`config.mk`:
```
export PLATFORM = sky130hd
export DESIGN_NAME = utf8_stream_decoder_unit
export DESIGN_NICKNAME = d
export VERILOG_FILES = /design/src/hdl/u8sd_pkg.sv /design/src/hdl/utf8_stream_decoder_unit.sv
export SDC_FILE = /design/constraint.sdc
export NUM_CORES = 1
export LEC_CHECK = 0
export ABC_AREA = 1
export BUFFER_PORTS_ARGS = -buffer_cell sky130_fd_sc_hd__buf_2
export CAP_MARGIN = 20
export CORE_MARGIN = 2
export CORE_UTILIZATION = 65
export CTS_CLUSTER_SIZE = 14
export DETAILED_ROUTE_END_ITERATION = 8
export PLACE_DENSITY = 0.83
export SLEW_MARGIN = 25
export SYNTH_ARGS = -nofsm -noshare
export SYNTH_HDL_FRONTEND = slang
export SYNTH_SLANG_ARGS = --single-unit
```
`constraint.sdc`:
```
create_clock -name clk -period 4.96 [get_ports clk]
set_input_delay 0.992 -clock clk [delete_from_list [all_inputs] [get_ports clk]]
set_output_delay 0.992 -clock clk [all_outputs]
set_load 0.01 [all_outputs]
```
`src/hdl/u8sd_pkg.sv`:
```
`timescale 1ns / 1ps

package u8sd_pkg;

  // result status codes
  localparam logic [2:0] ST_OK       = 3'd0;
  localparam logic [2:0] ST_BAD_LEAD = 3'd1;
  localparam logic [2:0] ST_TRUNC    = 3'd2;
  localparam logic [2:0] ST_OVERLONG = 3'd3;
  localparam logic [2:0] ST_INVALID  = 3'd4;

  localparam int unsigned CP_W = 31;
  localparam int unsigned ST_W = 3;

  // result queue depth, a power of two so the pointers wrap on their own
  localparam int unsigned FIFO_DEPTH = 4;

  // one result transaction
  typedef struct packed {
    logic [CP_W-1:0] cp;
    logic [ST_W-1:0] st;
    logic            last;
  } res_t;

endpackage

```
`src/hdl/utf8_stream_decoder_unit.sv`:
```
`timescale 1ns / 1ps

// channel | direction | ports
// --------+-----------+-----------------------------------------------------
// input   | in        | in_valid, in_stall, in_byte
// result  | out       | out_valid, out_stall, out_code_point, out_status,
//         |           | out_last_of_run
//
// one byte is taken per cycle while in_stall is low; a byte passes through the
// input register, then the result queue, before its first result shows.
// a byte that gives two results holds the result port for both of them, which
// is what sets the rate when such bytes come in a row.
// rst_n is synchronous, active low, and empties both stages and the decoder
// state. out_stall backs up into the queue; in_stall rises only once the
// queue has fewer than two free entries and the input register is full.

module utf8_stream_decoder_unit (
  input  logic                    clk,
  input  logic                    rst_n,
  input  logic                    in_valid,
  output logic                    in_stall,
  input  logic [7:0]              in_byte,
  output logic                    out_valid,
  input  logic                    out_stall,
  output logic [u8sd_pkg::CP_W-1:0] out_code_point,
  output logic [u8sd_pkg::ST_W-1:0] out_status,
  output logic                    out_last_of_run
);
  import u8sd_pkg::*;

  localparam int unsigned PTR_W = (FIFO_DEPTH > 1) ? $clog2(FIFO_DEPTH) : 1;
  localparam int unsigned CNT_W = $clog2(FIFO_DEPTH + 1);

  typedef struct packed {
    logic        emit;
    res_t        res;
    logic        load;
    logic [2:0]  len;
    logic [4:0]  pay;
  } lead_t;

  // decode of a byte seen while no sequence is open
  function automatic lead_t lead_dec(input logic [7:0] b);
    lead_t d;
    d = '0;
    if (b inside {[8'h00:8'h7F]}) begin
      d.emit   = 1'b1;
      d.res.cp = CP_W'(b);
      d.res.st = ST_OK;
    end else if (b inside {[8'h80:8'hBF], 8'hFE, 8'hFF}) begin
      d.emit   = 1'b1;
      d.res.st = ST_BAD_LEAD;
    end else if (b inside {[8'hC0:8'hDF]}) begin
      d.load = 1'b1;
      d.len  = 3'd2;
      d.pay  = b[4:0];
    end else if (b inside {[8'hE0:8'hEF]}) begin
      d.load = 1'b1;
      d.len  = 3'd3;
      d.pay  = {1'b0, b[3:0]};
    end else if (b inside {[8'hF0:8'hF7]}) begin
      d.load = 1'b1;
      d.len  = 3'd4;
      d.pay  = {2'b0, b[2:0]};
    end else if (b inside {[8'hF8:8'hFB]}) begin
      d.load = 1'b1;
      d.len  = 3'd5;
      d.pay  = {3'b0, b[1:0]};
    end else begin
      d.load = 1'b1;
      d.len  = 3'd6;
      d.pay  = {4'b0, b[0]};
    end
    return d;
  endfunction

  // shortest form length for a value
  function automatic logic [2:0] min_len(input logic [CP_W-1:0] v);
    logic [2:0] l;
    if (v < CP_W'(32'h80))            l = 3'd1;
    else if (v < CP_W'(32'h800))      l = 3'd2;
    else if (v < CP_W'(32'h10000))    l = 3'd3;
    else if (v < CP_W'(32'h200000))   l = 3'd4;
    else if (v < CP_W'(32'h4000000))  l = 3'd5;
    else                              l = 3'd6;
    return l;
  endfunction

  function automatic logic scalar_ok(input logic [CP_W-1:0] v);
    logic ok;
    ok = 1'b1;
    if (v >= CP_W'(32'h110000)) ok = 1'b0;
    if ((v & CP_W'(32'hFFFFF800)) == CP_W'(32'hD800)) ok = 1'b0;
    if (v >= CP_W'(32'hFDD0) && v <= CP_W'(32'hFDEF)) ok = 1'b0;
    if ((v & CP_W'(32'hFFFE)) == CP_W'(32'hFFFE)) ok = 1'b0;
    return ok;
  endfunction

  // input register
  logic        byte_vld_r, byte_vld_nxt;
  logic [7:0]  byte_r;

  // decoder state
  logic [CP_W-1:0] acc_r, acc_nxt;
  logic [2:0]      rem_r, rem_nxt;
  logic [2:0]      len_r, len_nxt;

  // result queue
  res_t             fifo_r [FIFO_DEPTH];
  logic [PTR_W-1:0] wr_ptr_r, wr_ptr_nxt;
  logic [PTR_W-1:0] rd_ptr_r, rd_ptr_nxt;
  logic [CNT_W-1:0] cnt_r, cnt_nxt;

  logic            fire;
  logic            in_acc;
  logic            pop;
  lead_t           ld;
  logic            cont;
  logic [CP_W-1:0] acc_sh;
  logic [2:0]      rem_dec;
  res_t            res0, res1;
  logic [1:0]      push_n;

  assign in_acc   = in_valid && !in_stall;
  assign pop      = out_valid && !out_stall;
  assign fire     = byte_vld_r && (cnt_r <= CNT_W'(FIFO_DEPTH - 2));
  assign in_stall = byte_vld_r && !fire;

  // decode one byte against the open sequence
  always_comb begin
    ld      = lead_dec(byte_r);
    cont    = (byte_r[7:6] == 2'b10);
    acc_sh  = {acc_r[CP_W-7:0], byte_r[5:0]};
    rem_dec = rem_r - 3'd1;
    res0    = '0;
    res1    = '0;
    push_n  = 2'd0;
    acc_nxt = acc_r;
    rem_nxt = rem_r;
    len_nxt = len_r;
    if (rem_r == 3'd0) begin
      if (ld.emit) begin
        res0   = ld.res;
        push_n = 2'd1;
      end
      if (ld.load) begin
        acc_nxt = CP_W'(ld.pay);
        len_nxt = ld.len;
        rem_nxt = ld.len - 3'd1;
      end
    end else if (cont) begin
      acc_nxt = acc_sh;
      rem_nxt = rem_dec;
      if (rem_dec == 3'd0) begin
        push_n = 2'd1;
        if (min_len(acc_sh) != len_r) begin
          res0.st = ST_OVERLONG;
        end else if (!scalar_ok(acc_sh)) begin
          res0.st = ST_INVALID;
        end else begin
          res0.st = ST_OK;
          res0.cp = acc_sh;
        end
        acc_nxt = '0;
        len_nxt = 3'd0;
      end
    end else begin
      // truncated sequence, then the same byte starts over as a lead
      res0.st = ST_TRUNC;
      push_n  = 2'd1;
      acc_nxt = '0;
      rem_nxt = 3'd0;
      len_nxt = 3'd0;
      if (ld.emit) begin
        res1   = ld.res;
        push_n = 2'd2;
      end
      if (ld.load) begin
        acc_nxt = CP_W'(ld.pay);
        len_nxt = ld.len;
        rem_nxt = ld.len - 3'd1;
      end
    end
    res0.last = (push_n == 2'd1);
    res1.last = 1'b1;
  end

  // input register valid, queue pointer and count update
  always_comb begin
    byte_vld_nxt = byte_vld_r;
    if (in_acc) begin
      byte_vld_nxt = 1'b1;
    end else if (fire) begin
      byte_vld_nxt = 1'b0;
    end
    wr_ptr_nxt = wr_ptr_r;
    cnt_nxt    = cnt_r;
    if (fire) begin
      wr_ptr_nxt = wr_ptr_r + PTR_W'(push_n);
      cnt_nxt    = cnt_r + CNT_W'(push_n);
    end
    rd_ptr_nxt = rd_ptr_r;
    if (pop) begin
      rd_ptr_nxt = rd_ptr_r + PTR_W'(1);
      cnt_nxt    = cnt_nxt - CNT_W'(1);
    end
  end

  // control registers
  always_ff @(posedge clk) begin
    if (!rst_n) begin
      byte_vld_r <= 1'b0;
      acc_r      <= '0;
      rem_r      <= 3'd0;
      len_r      <= 3'd0;
      wr_ptr_r   <= '0;
      rd_ptr_r   <= '0;
      cnt_r      <= '0;
    end else begin
      byte_vld_r <= byte_vld_nxt;
      wr_ptr_r   <= wr_ptr_nxt;
      rd_ptr_r   <= rd_ptr_nxt;
      cnt_r      <= cnt_nxt;
      if (fire) begin
        acc_r <= acc_nxt;
        rem_r <= rem_nxt;
        len_r <= len_nxt;
      end
    end
  end

  // payload registers
  always_ff @(posedge clk) begin
    if (in_acc) begin
      byte_r <= in_byte;
    end
    if (fire && push_n != 2'd0) begin
      fifo_r[wr_ptr_r] <= res0;
    end
    if (fire && push_n == 2'd2) begin
      fifo_r[wr_ptr_r + PTR_W'(1)] <= res1;
    end
  end

  // result port
  assign out_valid       = (cnt_r != '0);
  assign out_code_point  = fifo_r[rd_ptr_r].cp;
  assign out_status      = fifo_r[rd_ptr_r].st;
  assign out_last_of_run = fifo_r[rd_ptr_r].last;

endmodule

```
; After elaboration in Yosys (flattened, before gate mapping)
; Memory sizes are Yosys's and may differ from the RTL's. A register that Yosys moved wholly into a read port is not among the register bits.
; Index checks and enable logic that the tools add are counted.
; Widths: inputs -> output; s select.
[word_totals]
regBits = 47
ram_bits = 140
inputBits = 12
output_inout_bits = 37
mem_count = 1
[op_classes]
add_sub_neg = 7
magnitude_cmp = 21
n_eq_ne = 10
n_mux = 67
n_reduce_logical = 24
[memory_table]
columns = memory, words, word_bits, rd, rd_ports_with_merged_regs, write_ports, line_no
row1 = fifo_r, 4, 35, 1, 1, 2, utf8_stream_decoder_unit.sv:109  ; res_t fifo_r [FIFO_DEPTH];
[ops]
columns = op, count
row1 = $mux 35, 3
row2 = $mux 25, 4
row3 = $mux 31, 3
row4 = $mux 34, 2
row5 = $mux 3, 21
row6 = $ge 8x8->1 const B, 5
row7 = $le 8x8->1 const B, 5
row8 = $ge 31x16->1 const B, 1
row9 = $ge 31x21->1 const B, 1
row10 = $le 31x16->1 const B, 1
row11 = $lt 31x12->1 const B, 1
row12 = $lt 31x17->1 const B, 1
row13 = $lt 31x22->1 const B, 1
row14 = $lt 31x27->1 const B, 1
row15 = $lt 31x8->1 const B, 1
row16 = $mux 8, 3
row17 = $eq 20x5->1 const B, 1
row18 = $mux 1, 19
row19 = $mux 9, 2
row20 = $eq 8x8->1 const B, 2
row21 = $eq 15x15->1 const B, 1
row22 = $mux 2, 7
row23 = $mux 7, 2
row24 = $logic_and 1x1->1, 13
row25 = 19 further kinds, 28

; Logic depth before layout (Yosys ltp)
; Gate-level depths: netlist of the first run.
[depth]
depth_word = 19
ltp_mapped = 18
mapped_depth_nobuf = 17

; Least setup slack after synthesis of the first run
; OpenSTA, ideal clock, no wires.
[synth_timing]
kind = reg-to-reg
start = register rem_r[0]
end = register cnt_r[1]
setup_ps = 70
arrival_time_ps = 2522
required_time_ps = 4890
slack_ps = 2368
stages_incl_launch_ff = 16
n_path_buf = 1
synth_period_minus_slack_ps = 2592
cell_sequence = dfxtp_1 inv_1 ha_1 inv_1 nor2_1 clkbuf_1 o21a_1 ha_1 inv_1 fa_1 nand2_1 o21ai_0 ha_1 nand2_1 nand2_1 a21oi_1
[synth_between]
elab_chain_len = 9
[synth_rtl]
columns = element, line_no
row1 = "start, declared", utf8_stream_decoder_unit.sv:105  ; logic [2:0] rem_r, rem_nxt;
row2 = "start signal, assigned", utf8_stream_decoder_unit.sv:226  ; rem_r <= rem_nxt;
row3 = $sub 3x1->3, utf8_stream_decoder_unit.sv:134  ; rem_dec = rem_r - 3'd1;
row4 = $logic_not 3->1, utf8_stream_decoder_unit.sv:154  ; if (rem_dec == 3'd0) begin
row5 = $mux 1, utf8_stream_decoder_unit.sv:154
row6 = $mux 2, utf8_stream_decoder_unit.sv:151  ; end else if (cont) begin
row7 = $mux 2 (*), utf8_stream_decoder_unit.sv:141  ; if (rem_r == 3'd0) begin
row8 = $add 3x2->3 (*), utf8_stream_decoder_unit.sv:200  ; cnt_nxt = cnt_r + CNT_W'(push_n);
row9 = $mux 3 (*), utf8_stream_decoder_unit.sv:198  ; if (fire) begin
row10 = $sub 3x1->3, utf8_stream_decoder_unit.sv:205  ; cnt_nxt = cnt_nxt - CNT_W'(1);
row11 = $mux 3 (*), utf8_stream_decoder_unit.sv:203  ; if (pop) begin
row12 = "end signal, assigned", utf8_stream_decoder_unit.sv:223  ; cnt_r <= cnt_nxt;
row13 = "end, declared", utf8_stream_decoder_unit.sv:112  ; logic [CNT_W-1:0] cnt_r, cnt_nxt;
; Every way passes the cells marked *; elsewhere a longest branch is shown, timed or not.
; A chain may end at the register's enable or synchronous reset.

==> reports/metrics.yaml, run 1 <==
clocking:
  clk_pin_slew_worst_paths_ns: 0.07
  htreeDepth: 4
  cts_buffer_depth: 2
  cts_tree: "done"
  ctsHoldBuffers: 0
  cts_resized: 0
  numCtsBuffers: 17
  cts_sinks: 189
  ctsRootBufferMaster: "clkbuf_16"
  clock_latency_ns: 0.44
  cts_setup_buffers: 0
finish:
  fin_cells: 1353
  drive_gt1_share_pct: 11.0
  seqCellArea_um2: 4230
  area_delta_synth_final_pct: 9.60
  layout_common_cells: "366 x nand2_1, 166 x nor2_1, 144 x dfxtp_1"
  diodes: 0
  finalInstanceArea_um2: 9510
  multi_input_area_um2: 3880
  final_common_cell: "nand2_1"
  fill_cells: 1009
  final_net_count: 1184
job:
  maxCapViolations: 0
timing:
  timing.final.crit_share_pct: 74.6
  slew_headroom_pct: 32.9
  max_freq_ghz: 0.270
  fin_ws_ns: 1.26
  worst_pin_slew_ns: 1.00
  rsz0062_at_grt: "false"
  fin_tns_setup_ns: 0
  setup_viol: 0
  hold_viol_final: 0
  final.setup_skew_ns: 0.00822
  fin_crit_ns: 3.70
  drv_slew: 0
synth:
  ys_types: 36
  yosysTopAreaCell: "dfxtp_1"
  ys_top_cells_by_area: "dfxtp_1 33%, nand2_1 16%, edfxtp_1 15%"
  ys_seq_area_share_pct: 48.7
  avgSynthCellArea_um2: 7.56
  synth-seq-cells: 189
  synth.net_count: 1169
  netlist_instances: 1149
  synth_top_area_share_pct: 33.4
  syn-cell-area_um2: 8680
  yosys_warnings: 0
detailed_routing:
  wl_per_cell_um: 15.9
  drc_errors: 0
  ant_nets: 0
  dr.pass1.iters: 6
  vias: 7857
  drt_iter0_drc: 1069
  routed_wl_um: 21500
  vias_per_cell: 5.81
floorplanning:
  num_rows: 42
  die_area_um2: 14300
  ios: 49
  die-width_um: 120
  chipHeight_um: 120
  core-area_um2: 13100
  initial_core_util_pct: 66.1
critical_path:
  end_kind: "output pin"
  cp-start-kind: "register"
  reg2reg_depth: 14
  crit_arrival_ns: 2.71
  critPathKind: "register to output pin"
  critPathRequiredTime_ns: 3.97
  cp_max_fo: 36
  ff2ff_setup_slack_ns: 1.67
pwr:
  p_total_mw: 4.25
  power_density_nw_per_um2: 446
  ir_worst_vdd_mv: 0.297
  p_leak_nw: 4.40
grt:
  grt_max_degree: 71
  grtUsageTotal_pct: 30.7
  grt_pass1_vias: 7161
  antenna_found_initial: 0
  grt_pass1_wl_um: 35000
  grt_overflow: 0
placed_design:
  hpwl_um: 13500
  dp_slack_ns: 1.80
  finalWeightedCongestion: 0.893
  dp_cells: 1321
  placed_cell_area_um2: 8880
  port_buffers: 48
min_path:
  hp-class: "register to register"
  worst_hold_path.num_cells: 2
run_status:
  outcome: "finished clean"
per-layer routing:
metal / GRT usage [%] / part of all wire [%] / up-vias
met5: 0 / 0 / -
li1: - / - / 3768
met2: 50.7 / 48 / 392
met3: 5.61 / 7.7 / 52
met1: 40.8 / 42 / 3645
met4: 10.8 / 2.5 / 0
power by group:
| part | switching [mW] | leakage (nW) | internal, mW |
|---|---|---|---|
| sequential | 0.0679 | 1.54 | 1.67 |
| clock | 0.619 | 0.315 | 0.828 |
| combinational | 0.733 | 2.54 | 0.326 |
| total | 1.42 | 4.40 | 2.83 |
cell families (layout without fill, tap and decap cells):
kind of cell / count (synthesis) / in the layout / synth area share (%)
AND/OR/NAND/NOR: 634 / 634 / 31.4
buffers and inverters: 128 / 156 / 6.60
adder cells (fa/ha/maj): 8 / 8 / 1.24
AO/OA/AOI/OAI: 187 / 187 / 11.8
XOR/XNOR: 3 / 3 / 0.303
flip-flops: 189 / 189 / 48.7
synthesized netlist by cell type, drive strengths merged:
| cell type | instances |
|---|---|
| clkinv | 4 |
| nor2 | 182 |
| nand4 | 6 |
| buf | 33 |
| nand3b | 2 |
| a211oi | 12 |
| o22ai | 36 |
| clkbuf | 27 |
| o21a | 1 |
| fa | 1 |
| o211ai | 1 |
| inv | 64 |
| a21oi | 43 |
| xor2 | 3 |
| o21bai | 1 |
| nor4 | 1 |
| nor3 | 11 |
| and3 | 2 |
| edfxtp | 44 |
| o211a | 1 |
| ha | 7 |
| o21ai | 92 |
| nand3 | 58 |
| nand2 | 372 |
| dfxtp | 145 |
state kept, by name, summed over array words and instances, names as in the netlist, named ones only:
signal and flops:
cnt_r 3, byte_vld_r 1, wr_ptr_r 2, fifo_r 140
len_r 3, byte_r 8, acc_r 25, rem_r 3
rd_ptr_r 2
path summary, 6_finish.rpt:
kind                                     from           endpoint
worst min register to register  fifo_r[2][25]      fifo_r[2][25]
worst max-delay path                 register  out_code_point[5]
worst max register to register      byte_r[5]       fifo_r[3][2]
worst min-delay path            fifo_r[2][25]      fifo_r[2][25]
layout make-up:
type                            instances  share of cell area [%]
Clock buffer                           20                    5.14
Sequential cell                       189                    44.4
Clock inverter                         12                    1.47
Inverter                               68                    2.68
Multi-Input combinational cell        832                    40.8
Timing Repair Buffer                   56                    3.16
Tap cell                              176                    2.31
stage by stage:
step	utilization (%)	hold WS, ns
finish	72.4	0.434
global route	72.4	0.452
CTS	72.4	0.437
detailed placement	67.6	0.425
global placement	67.6	0.423
floorplan	-	0.415
worst max-delay path: stages (launching register included):
cell and delay (ns):
dfxtp_1 0.31, buf_4 0.35, clkinv_1 0.90, o21ai_0 0.35
o22ai_1 0.17, buf_2 0.17
Power figures use the tool's default switching activity.
==> inputs of run 2 (changes only) <==
--- a/config.mk
+++ b/config.mk
@@ -5,14 +5,14 @@
 export SDC_FILE = /design/constraint.sdc
 export NUM_CORES = 1
 export LEC_CHECK = 0
-export ABC_AREA = 1
+export ABC_AREA = 0
 export BUFFER_PORTS_ARGS = -buffer_cell sky130_fd_sc_hd__buf_2
 export CAP_MARGIN = 20
 export CORE_MARGIN = 2
-export CORE_UTILIZATION = 65
+export CORE_UTILIZATION = 55
 export CTS_CLUSTER_SIZE = 14
 export DETAILED_ROUTE_END_ITERATION = 8
-export PLACE_DENSITY = 0.83
+export PLACE_DENSITY = 0.75
 export SLEW_MARGIN = 25
 export SYNTH_ARGS = -nofsm -noshare
 export SYNTH_HDL_FRONTEND = slang
==> constraint.sdc (replaced) <==
create_clock -name clk -period 3.3 [get_ports clk]
set_input_delay 0.66 -clock clk [delete_from_list [all_inputs] [get_ports clk]]
set_output_delay 0.66 -clock clk [all_outputs]
set_load 0.01 [all_outputs]
==> run 2 against run 1 <==
Via count down 21%; register-to-register slack got worse by 1.4 ns; critical path type is now register to register; wire length shrank 7.3%; largest power group unchanged; clock power increased by 50%; cell count down 28%.
==> reports/metrics.yaml, run 2 <==
run_status:
  outcome: "finished clean"  # unchanged
synth:
  synth_most_common_cell: "dfxtp_1"  # was nand2_1
  ys_seq_area_share_pct: 50.7  # was 48.7%
  netlist_instances: 740  # was 1,149
  yosysTopAreaCell: "dfxtp_1"  # unchanged
  synth-edff-count: 44  # unchanged
  avgSynthCellArea_um2: 11.3  # was 7.56 um2
  synth-seq-cells: 189  # unchanged
  ys_types: 58  # was 36
  synthArstFlopShare_pct: 0  # unchanged
  synth_top_area_share_pct: 34.8  # was 33.4%
  syn-cell-area_um2: 8330  # was 8680 um2
  synth.net_count: 760  # was 1,169
  synthTopCellsByCount: "145 x dfxtp_1, 75 x and2_1, 48 x a32o_1"  # was 366 x nand2_1, 166 x nor2_1, 145 x dfxtp_1
  yosys_warnings: 0  # unchanged
  synth_ff_type: "dfxtp_1"  # unchanged
  ys_top_cells_by_area: "dfxtp_1 35%, edfxtp_1 16%, mux4_2 9.5%"  # was dfxtp_1 33%, nand2_1 16%, edfxtp_1 15%
clocking:
  clock_latency_ns: 0.44  # about the same
  htreeDepth: 4  # unchanged
  cts_setup_buffers: 0  # unchanged
  cts_sinks: 189  # unchanged
  clk_pin_slew_worst_paths_ns: 0.07  # about the same
  cts_buffer_depth: 2  # unchanged
  numCtsBuffers: 17  # unchanged
  cts_tree: "done"  # unchanged
  ctsRootBufferMaster: "clkbuf_16"  # unchanged
grt:
  antenna_found_initial: 0  # unchanged
  grt_max_degree: 44  # was 71
  grt_pass1_wl_um: 32500  # was 35,000 um
  grtUsageTotal_pct: 25.6  # was 30.7%
  grt_pass1_vias: 6229  # was 7,161
  grt_overflow: 0  # unchanged
critical_path:
  critPathKind: "register to register"  # was register to output pin
  rr_endpoint: "cnt_r[2]"  # was fifo_r[3][2]
  ff2ff_setup_slack_ns: 0.28  # was 1.67 ns
  crit_slowest_cell: "fa_1"  # was clkinv_1
  r2r-start: "rem_r[0]"  # was byte_r[5]
  path_cells: "inv_1 > ha_1 > nor2b_2 > mux2i_1 > a22oi_1 > ha_1 > inv_1 > fa_1 > nor2_1 > a21oi_1 > ha_1 > nand2_1 > xor2_1 > and2_1"  # was buf_4 > clkinv_1 > o21ai_0 > o22ai_1 > buf_2
  critPathRequiredTime_ns: 3.63  # was 3.97 ns
  reg2reg_depth: 14  # unchanged
  critPathMostFrequentCell: "ha_1"
  crit_arrival_ns: 3.35  # was 2.71 ns
  end_kind: "register"  # was output pin
  cp-start-kind: "register"  # unchanged
  cp_max_fo: 9  # was 36
  critPathMaxStageDelay_ns: 0.48  # was 0.90 ns
floorplanning:
  die-width_um: 127  # was 120 um
  num_rows: 44  # was 42
  core-area_um2: 14600  # was 13,100 um2
  die_area_um2: 16100  # was 14,300 um2
  chipHeight_um: 127  # was 120 um
  initial_core_util_pct: 56.9  # was 66.1%
  ios: 49  # unchanged
finish:
  final_common_cell: "dfxtp_1"  # was nand2_1
  largest_reg_flops: 140  # unchanged
  layout_common_cells: "144 x dfxtp_1, 75 x and2_1, 48 x a32o_1, 48 x buf_2, 47 x nand2_1"  # was 366 x nand2_1, 166 x nor2_1, 144 x dfxtp_1
  diodes: 0  # unchanged
  area_delta_synth_final_pct: 13.7  # was 9.60%
  top_register: "fifo_r"  # unchanged
  fill_cells: 1110  # was 1,009
  finalInstanceArea_um2: 9470  # was 9510 um2
  reg.largest.list: "fifo_r x140, acc_r x25, byte_r x8"  # unchanged
  drive_gt1_share_pct: 20.7  # was 11.0%
  final_net_count: 799  # was 1,184
job:
  maxCapViolations: 0  # unchanged
detailed_routing:
  vias_per_cell: 6.37  # was 5.81
  ant_nets: 0  # unchanged
  drt_iter0_drc: 603  # was 1,069
  routed_wl_um: 19900  # was 21,500 um
  vias: 6220  # was 7,857
  wl_per_cell_um: 20.4  # was 15.9 um
  dr.pass1.iters: 5  # was 6
  drc_errors: 0  # unchanged
placed_design:
  port_buffers: 48  # unchanged
  hpwl_um: 13700  # was 13,500 um
  finalWeightedCongestion: 0.943  # was 0.893
  placed_cell_area_um2: 8840  # was 8880 um2
timing:
  slew_headroom_pct: 35.7  # was 32.9%
  rsz0062_at_grt: "false"  # unchanged
  fin_crit_ns: 3.02
  final.setup_skew_ns: 0.0105  # was 0.00822 ns
  max_freq_ghz: 0.331
  hold_viol_final: 0  # unchanged
  timing.final.crit_share_pct: 91.6
  drv_slew: 0  # unchanged
  fin_tns_setup_ns: 0  # unchanged
  setup_viol: 0  # unchanged
  whs_ns: 0.398  # was 0.434 ns
  worst_pin_slew_ns: 0.949  # was 1.00 ns
pwr:
  pwr-share-comb_pct: 17.3  # was 24.9%
  ir_worst_vdd_mv: 0.383  # was 0.297 mV
  power.share.sequential_pct: 44.8  # was 41.0%
  p_clk_share_pct: 37.8  # was 34.1%
  netSwitchingFraction_pct: 28.4  # was 33.4%
  p_int_mw: 4.12  # was 2.83 mW
  power_density_nw_per_um2: 607  # was 446 nW/um2
  p_leak_nw: 3.48  # was 4.40 nW
  p_sw_mw: 1.63  # was 1.42 mW
min_path:
  hold-path-endpoint: "byte_r[0]"  # was fifo_r[2][25]
  worst_hold_path.num_cells: 1  # was 2
  min_from: "in_byte[0]"  # was fifo_r[2][25]
  hp-class: "primary input to register"  # was register to register
-- run 2: changes by cell type after synthesis, moves of 14 or more --
cell      change
nand2_1     -319
nor2_1      -143
o21ai_0      -78
and2_1       +75
a32o_1       +48
mux4_2       +35
a21boi_0     +34
o22ai_1      -34
a21oi_1      -31
inv_1        -31
nand3_1      -29
a22o_1       +17
inv_2        -14
-- run 2: worst max path at each step --
stage / from / to / slack (ns)
after global routing: rem_r[0] / cnt_r[2] / 0.06
after global placement: rem_r[0] / cnt_r[2] / 0.34
after detailed placement: rem_r[0] / cnt_r[2] / 0.23
after CTS: rem_r[0] / cnt_r[2] / 0.12
after floorplan: rem_r[0] / cnt_r[2] / 0.54
final: rem_r[0] / cnt_r[2] / 0.28
-- run 2: layout make-up --
class	instances	area [um2]	area share [%]
Clock inverter	13	169	1.78
Timing Repair Buffer	78	490	5.18
Inverter	19	71.3	0.753
Clock buffer	19	464	4.90
Sequential cell	189	4230	44.6
Multi-Input combinational cell	474	3820	40.4
Tap cell	184	230	2.43
-- run 2: worst max-delay path: cells and delay by family, from the launching register on --
kind            cells  cell delay (ns)
xor+xnor            1             0.17
simple gates        4             0.62
compound gates      2             0.44
fa+ha+maj           4             1.09
buf+inv             2             0.14
mux                 1             0.13
flops               1             0.34
-- run 2: cells by family (layout without fill, tap and decap cells) --
group	Yosys count	count (layout)	synth area share, %
xor+xnor	8	8	0.931
fa+ha+maj	8	8	1.29
mux	39	39	9.94
flops	189	189	50.7
simple gates	233	233	15.4
buf+inv	77	129	3.72
compound gates	186	186	18.0
-- run 2: per-stage QoR --
| stage | cells | total power [mW] | setup slack [ns] | util (%) |
|---|---|---|---|---|
| floorplan | 740 | 3.31 | 0.540 | - |
| global placement | 944 | 3.59 | 0.341 | 60.3 |
| detailed placement | 944 | 3.62 | 0.225 | 60.3 |
| CTS | 976 | 5.78 | 0.119 | 64.7 |
| global route | 976 | 5.97 | 0.0571 | 64.7 |
| finish | 976 | 5.75 | 0.277 | 64.7 |
-- run 2: power groups by stage --
stage / Clock [mW] / Sequential, mW / Combinational [mW]
2_1_floorplan: 0 / 2.55 / 0.758
4_1_cts: 2.20 / 2.58 / 0.997
5_1_grt: 2.29 / 2.60 / 1.09
6_report: 2.18 / 2.58 / 0.996
3_3_place_gp: 0 / 2.62 / 0.969
3_5_place_dp: 0 / 2.63 / 0.988
-- run 2: what timing repair did --
action	in CTS	in global routing
resized for setup	0	2
setup endpoints to repair	0	2
hold buffers	0	0
-- run 2: per-layer routing --
| metal | vias up | share of wire (%) | GRT usage (%) |
|---|---|---|---|
| met5 | - | 0 | 0 |
| met3 | 43 | 6.4 | 5.65 |
| met1 | 3061 | 43 | 34.4 |
| met4 | 0 | 2.3 | 8.21 |
| li1 | 2866 | - | - |
| met2 | 250 | 48 | 41.7 |
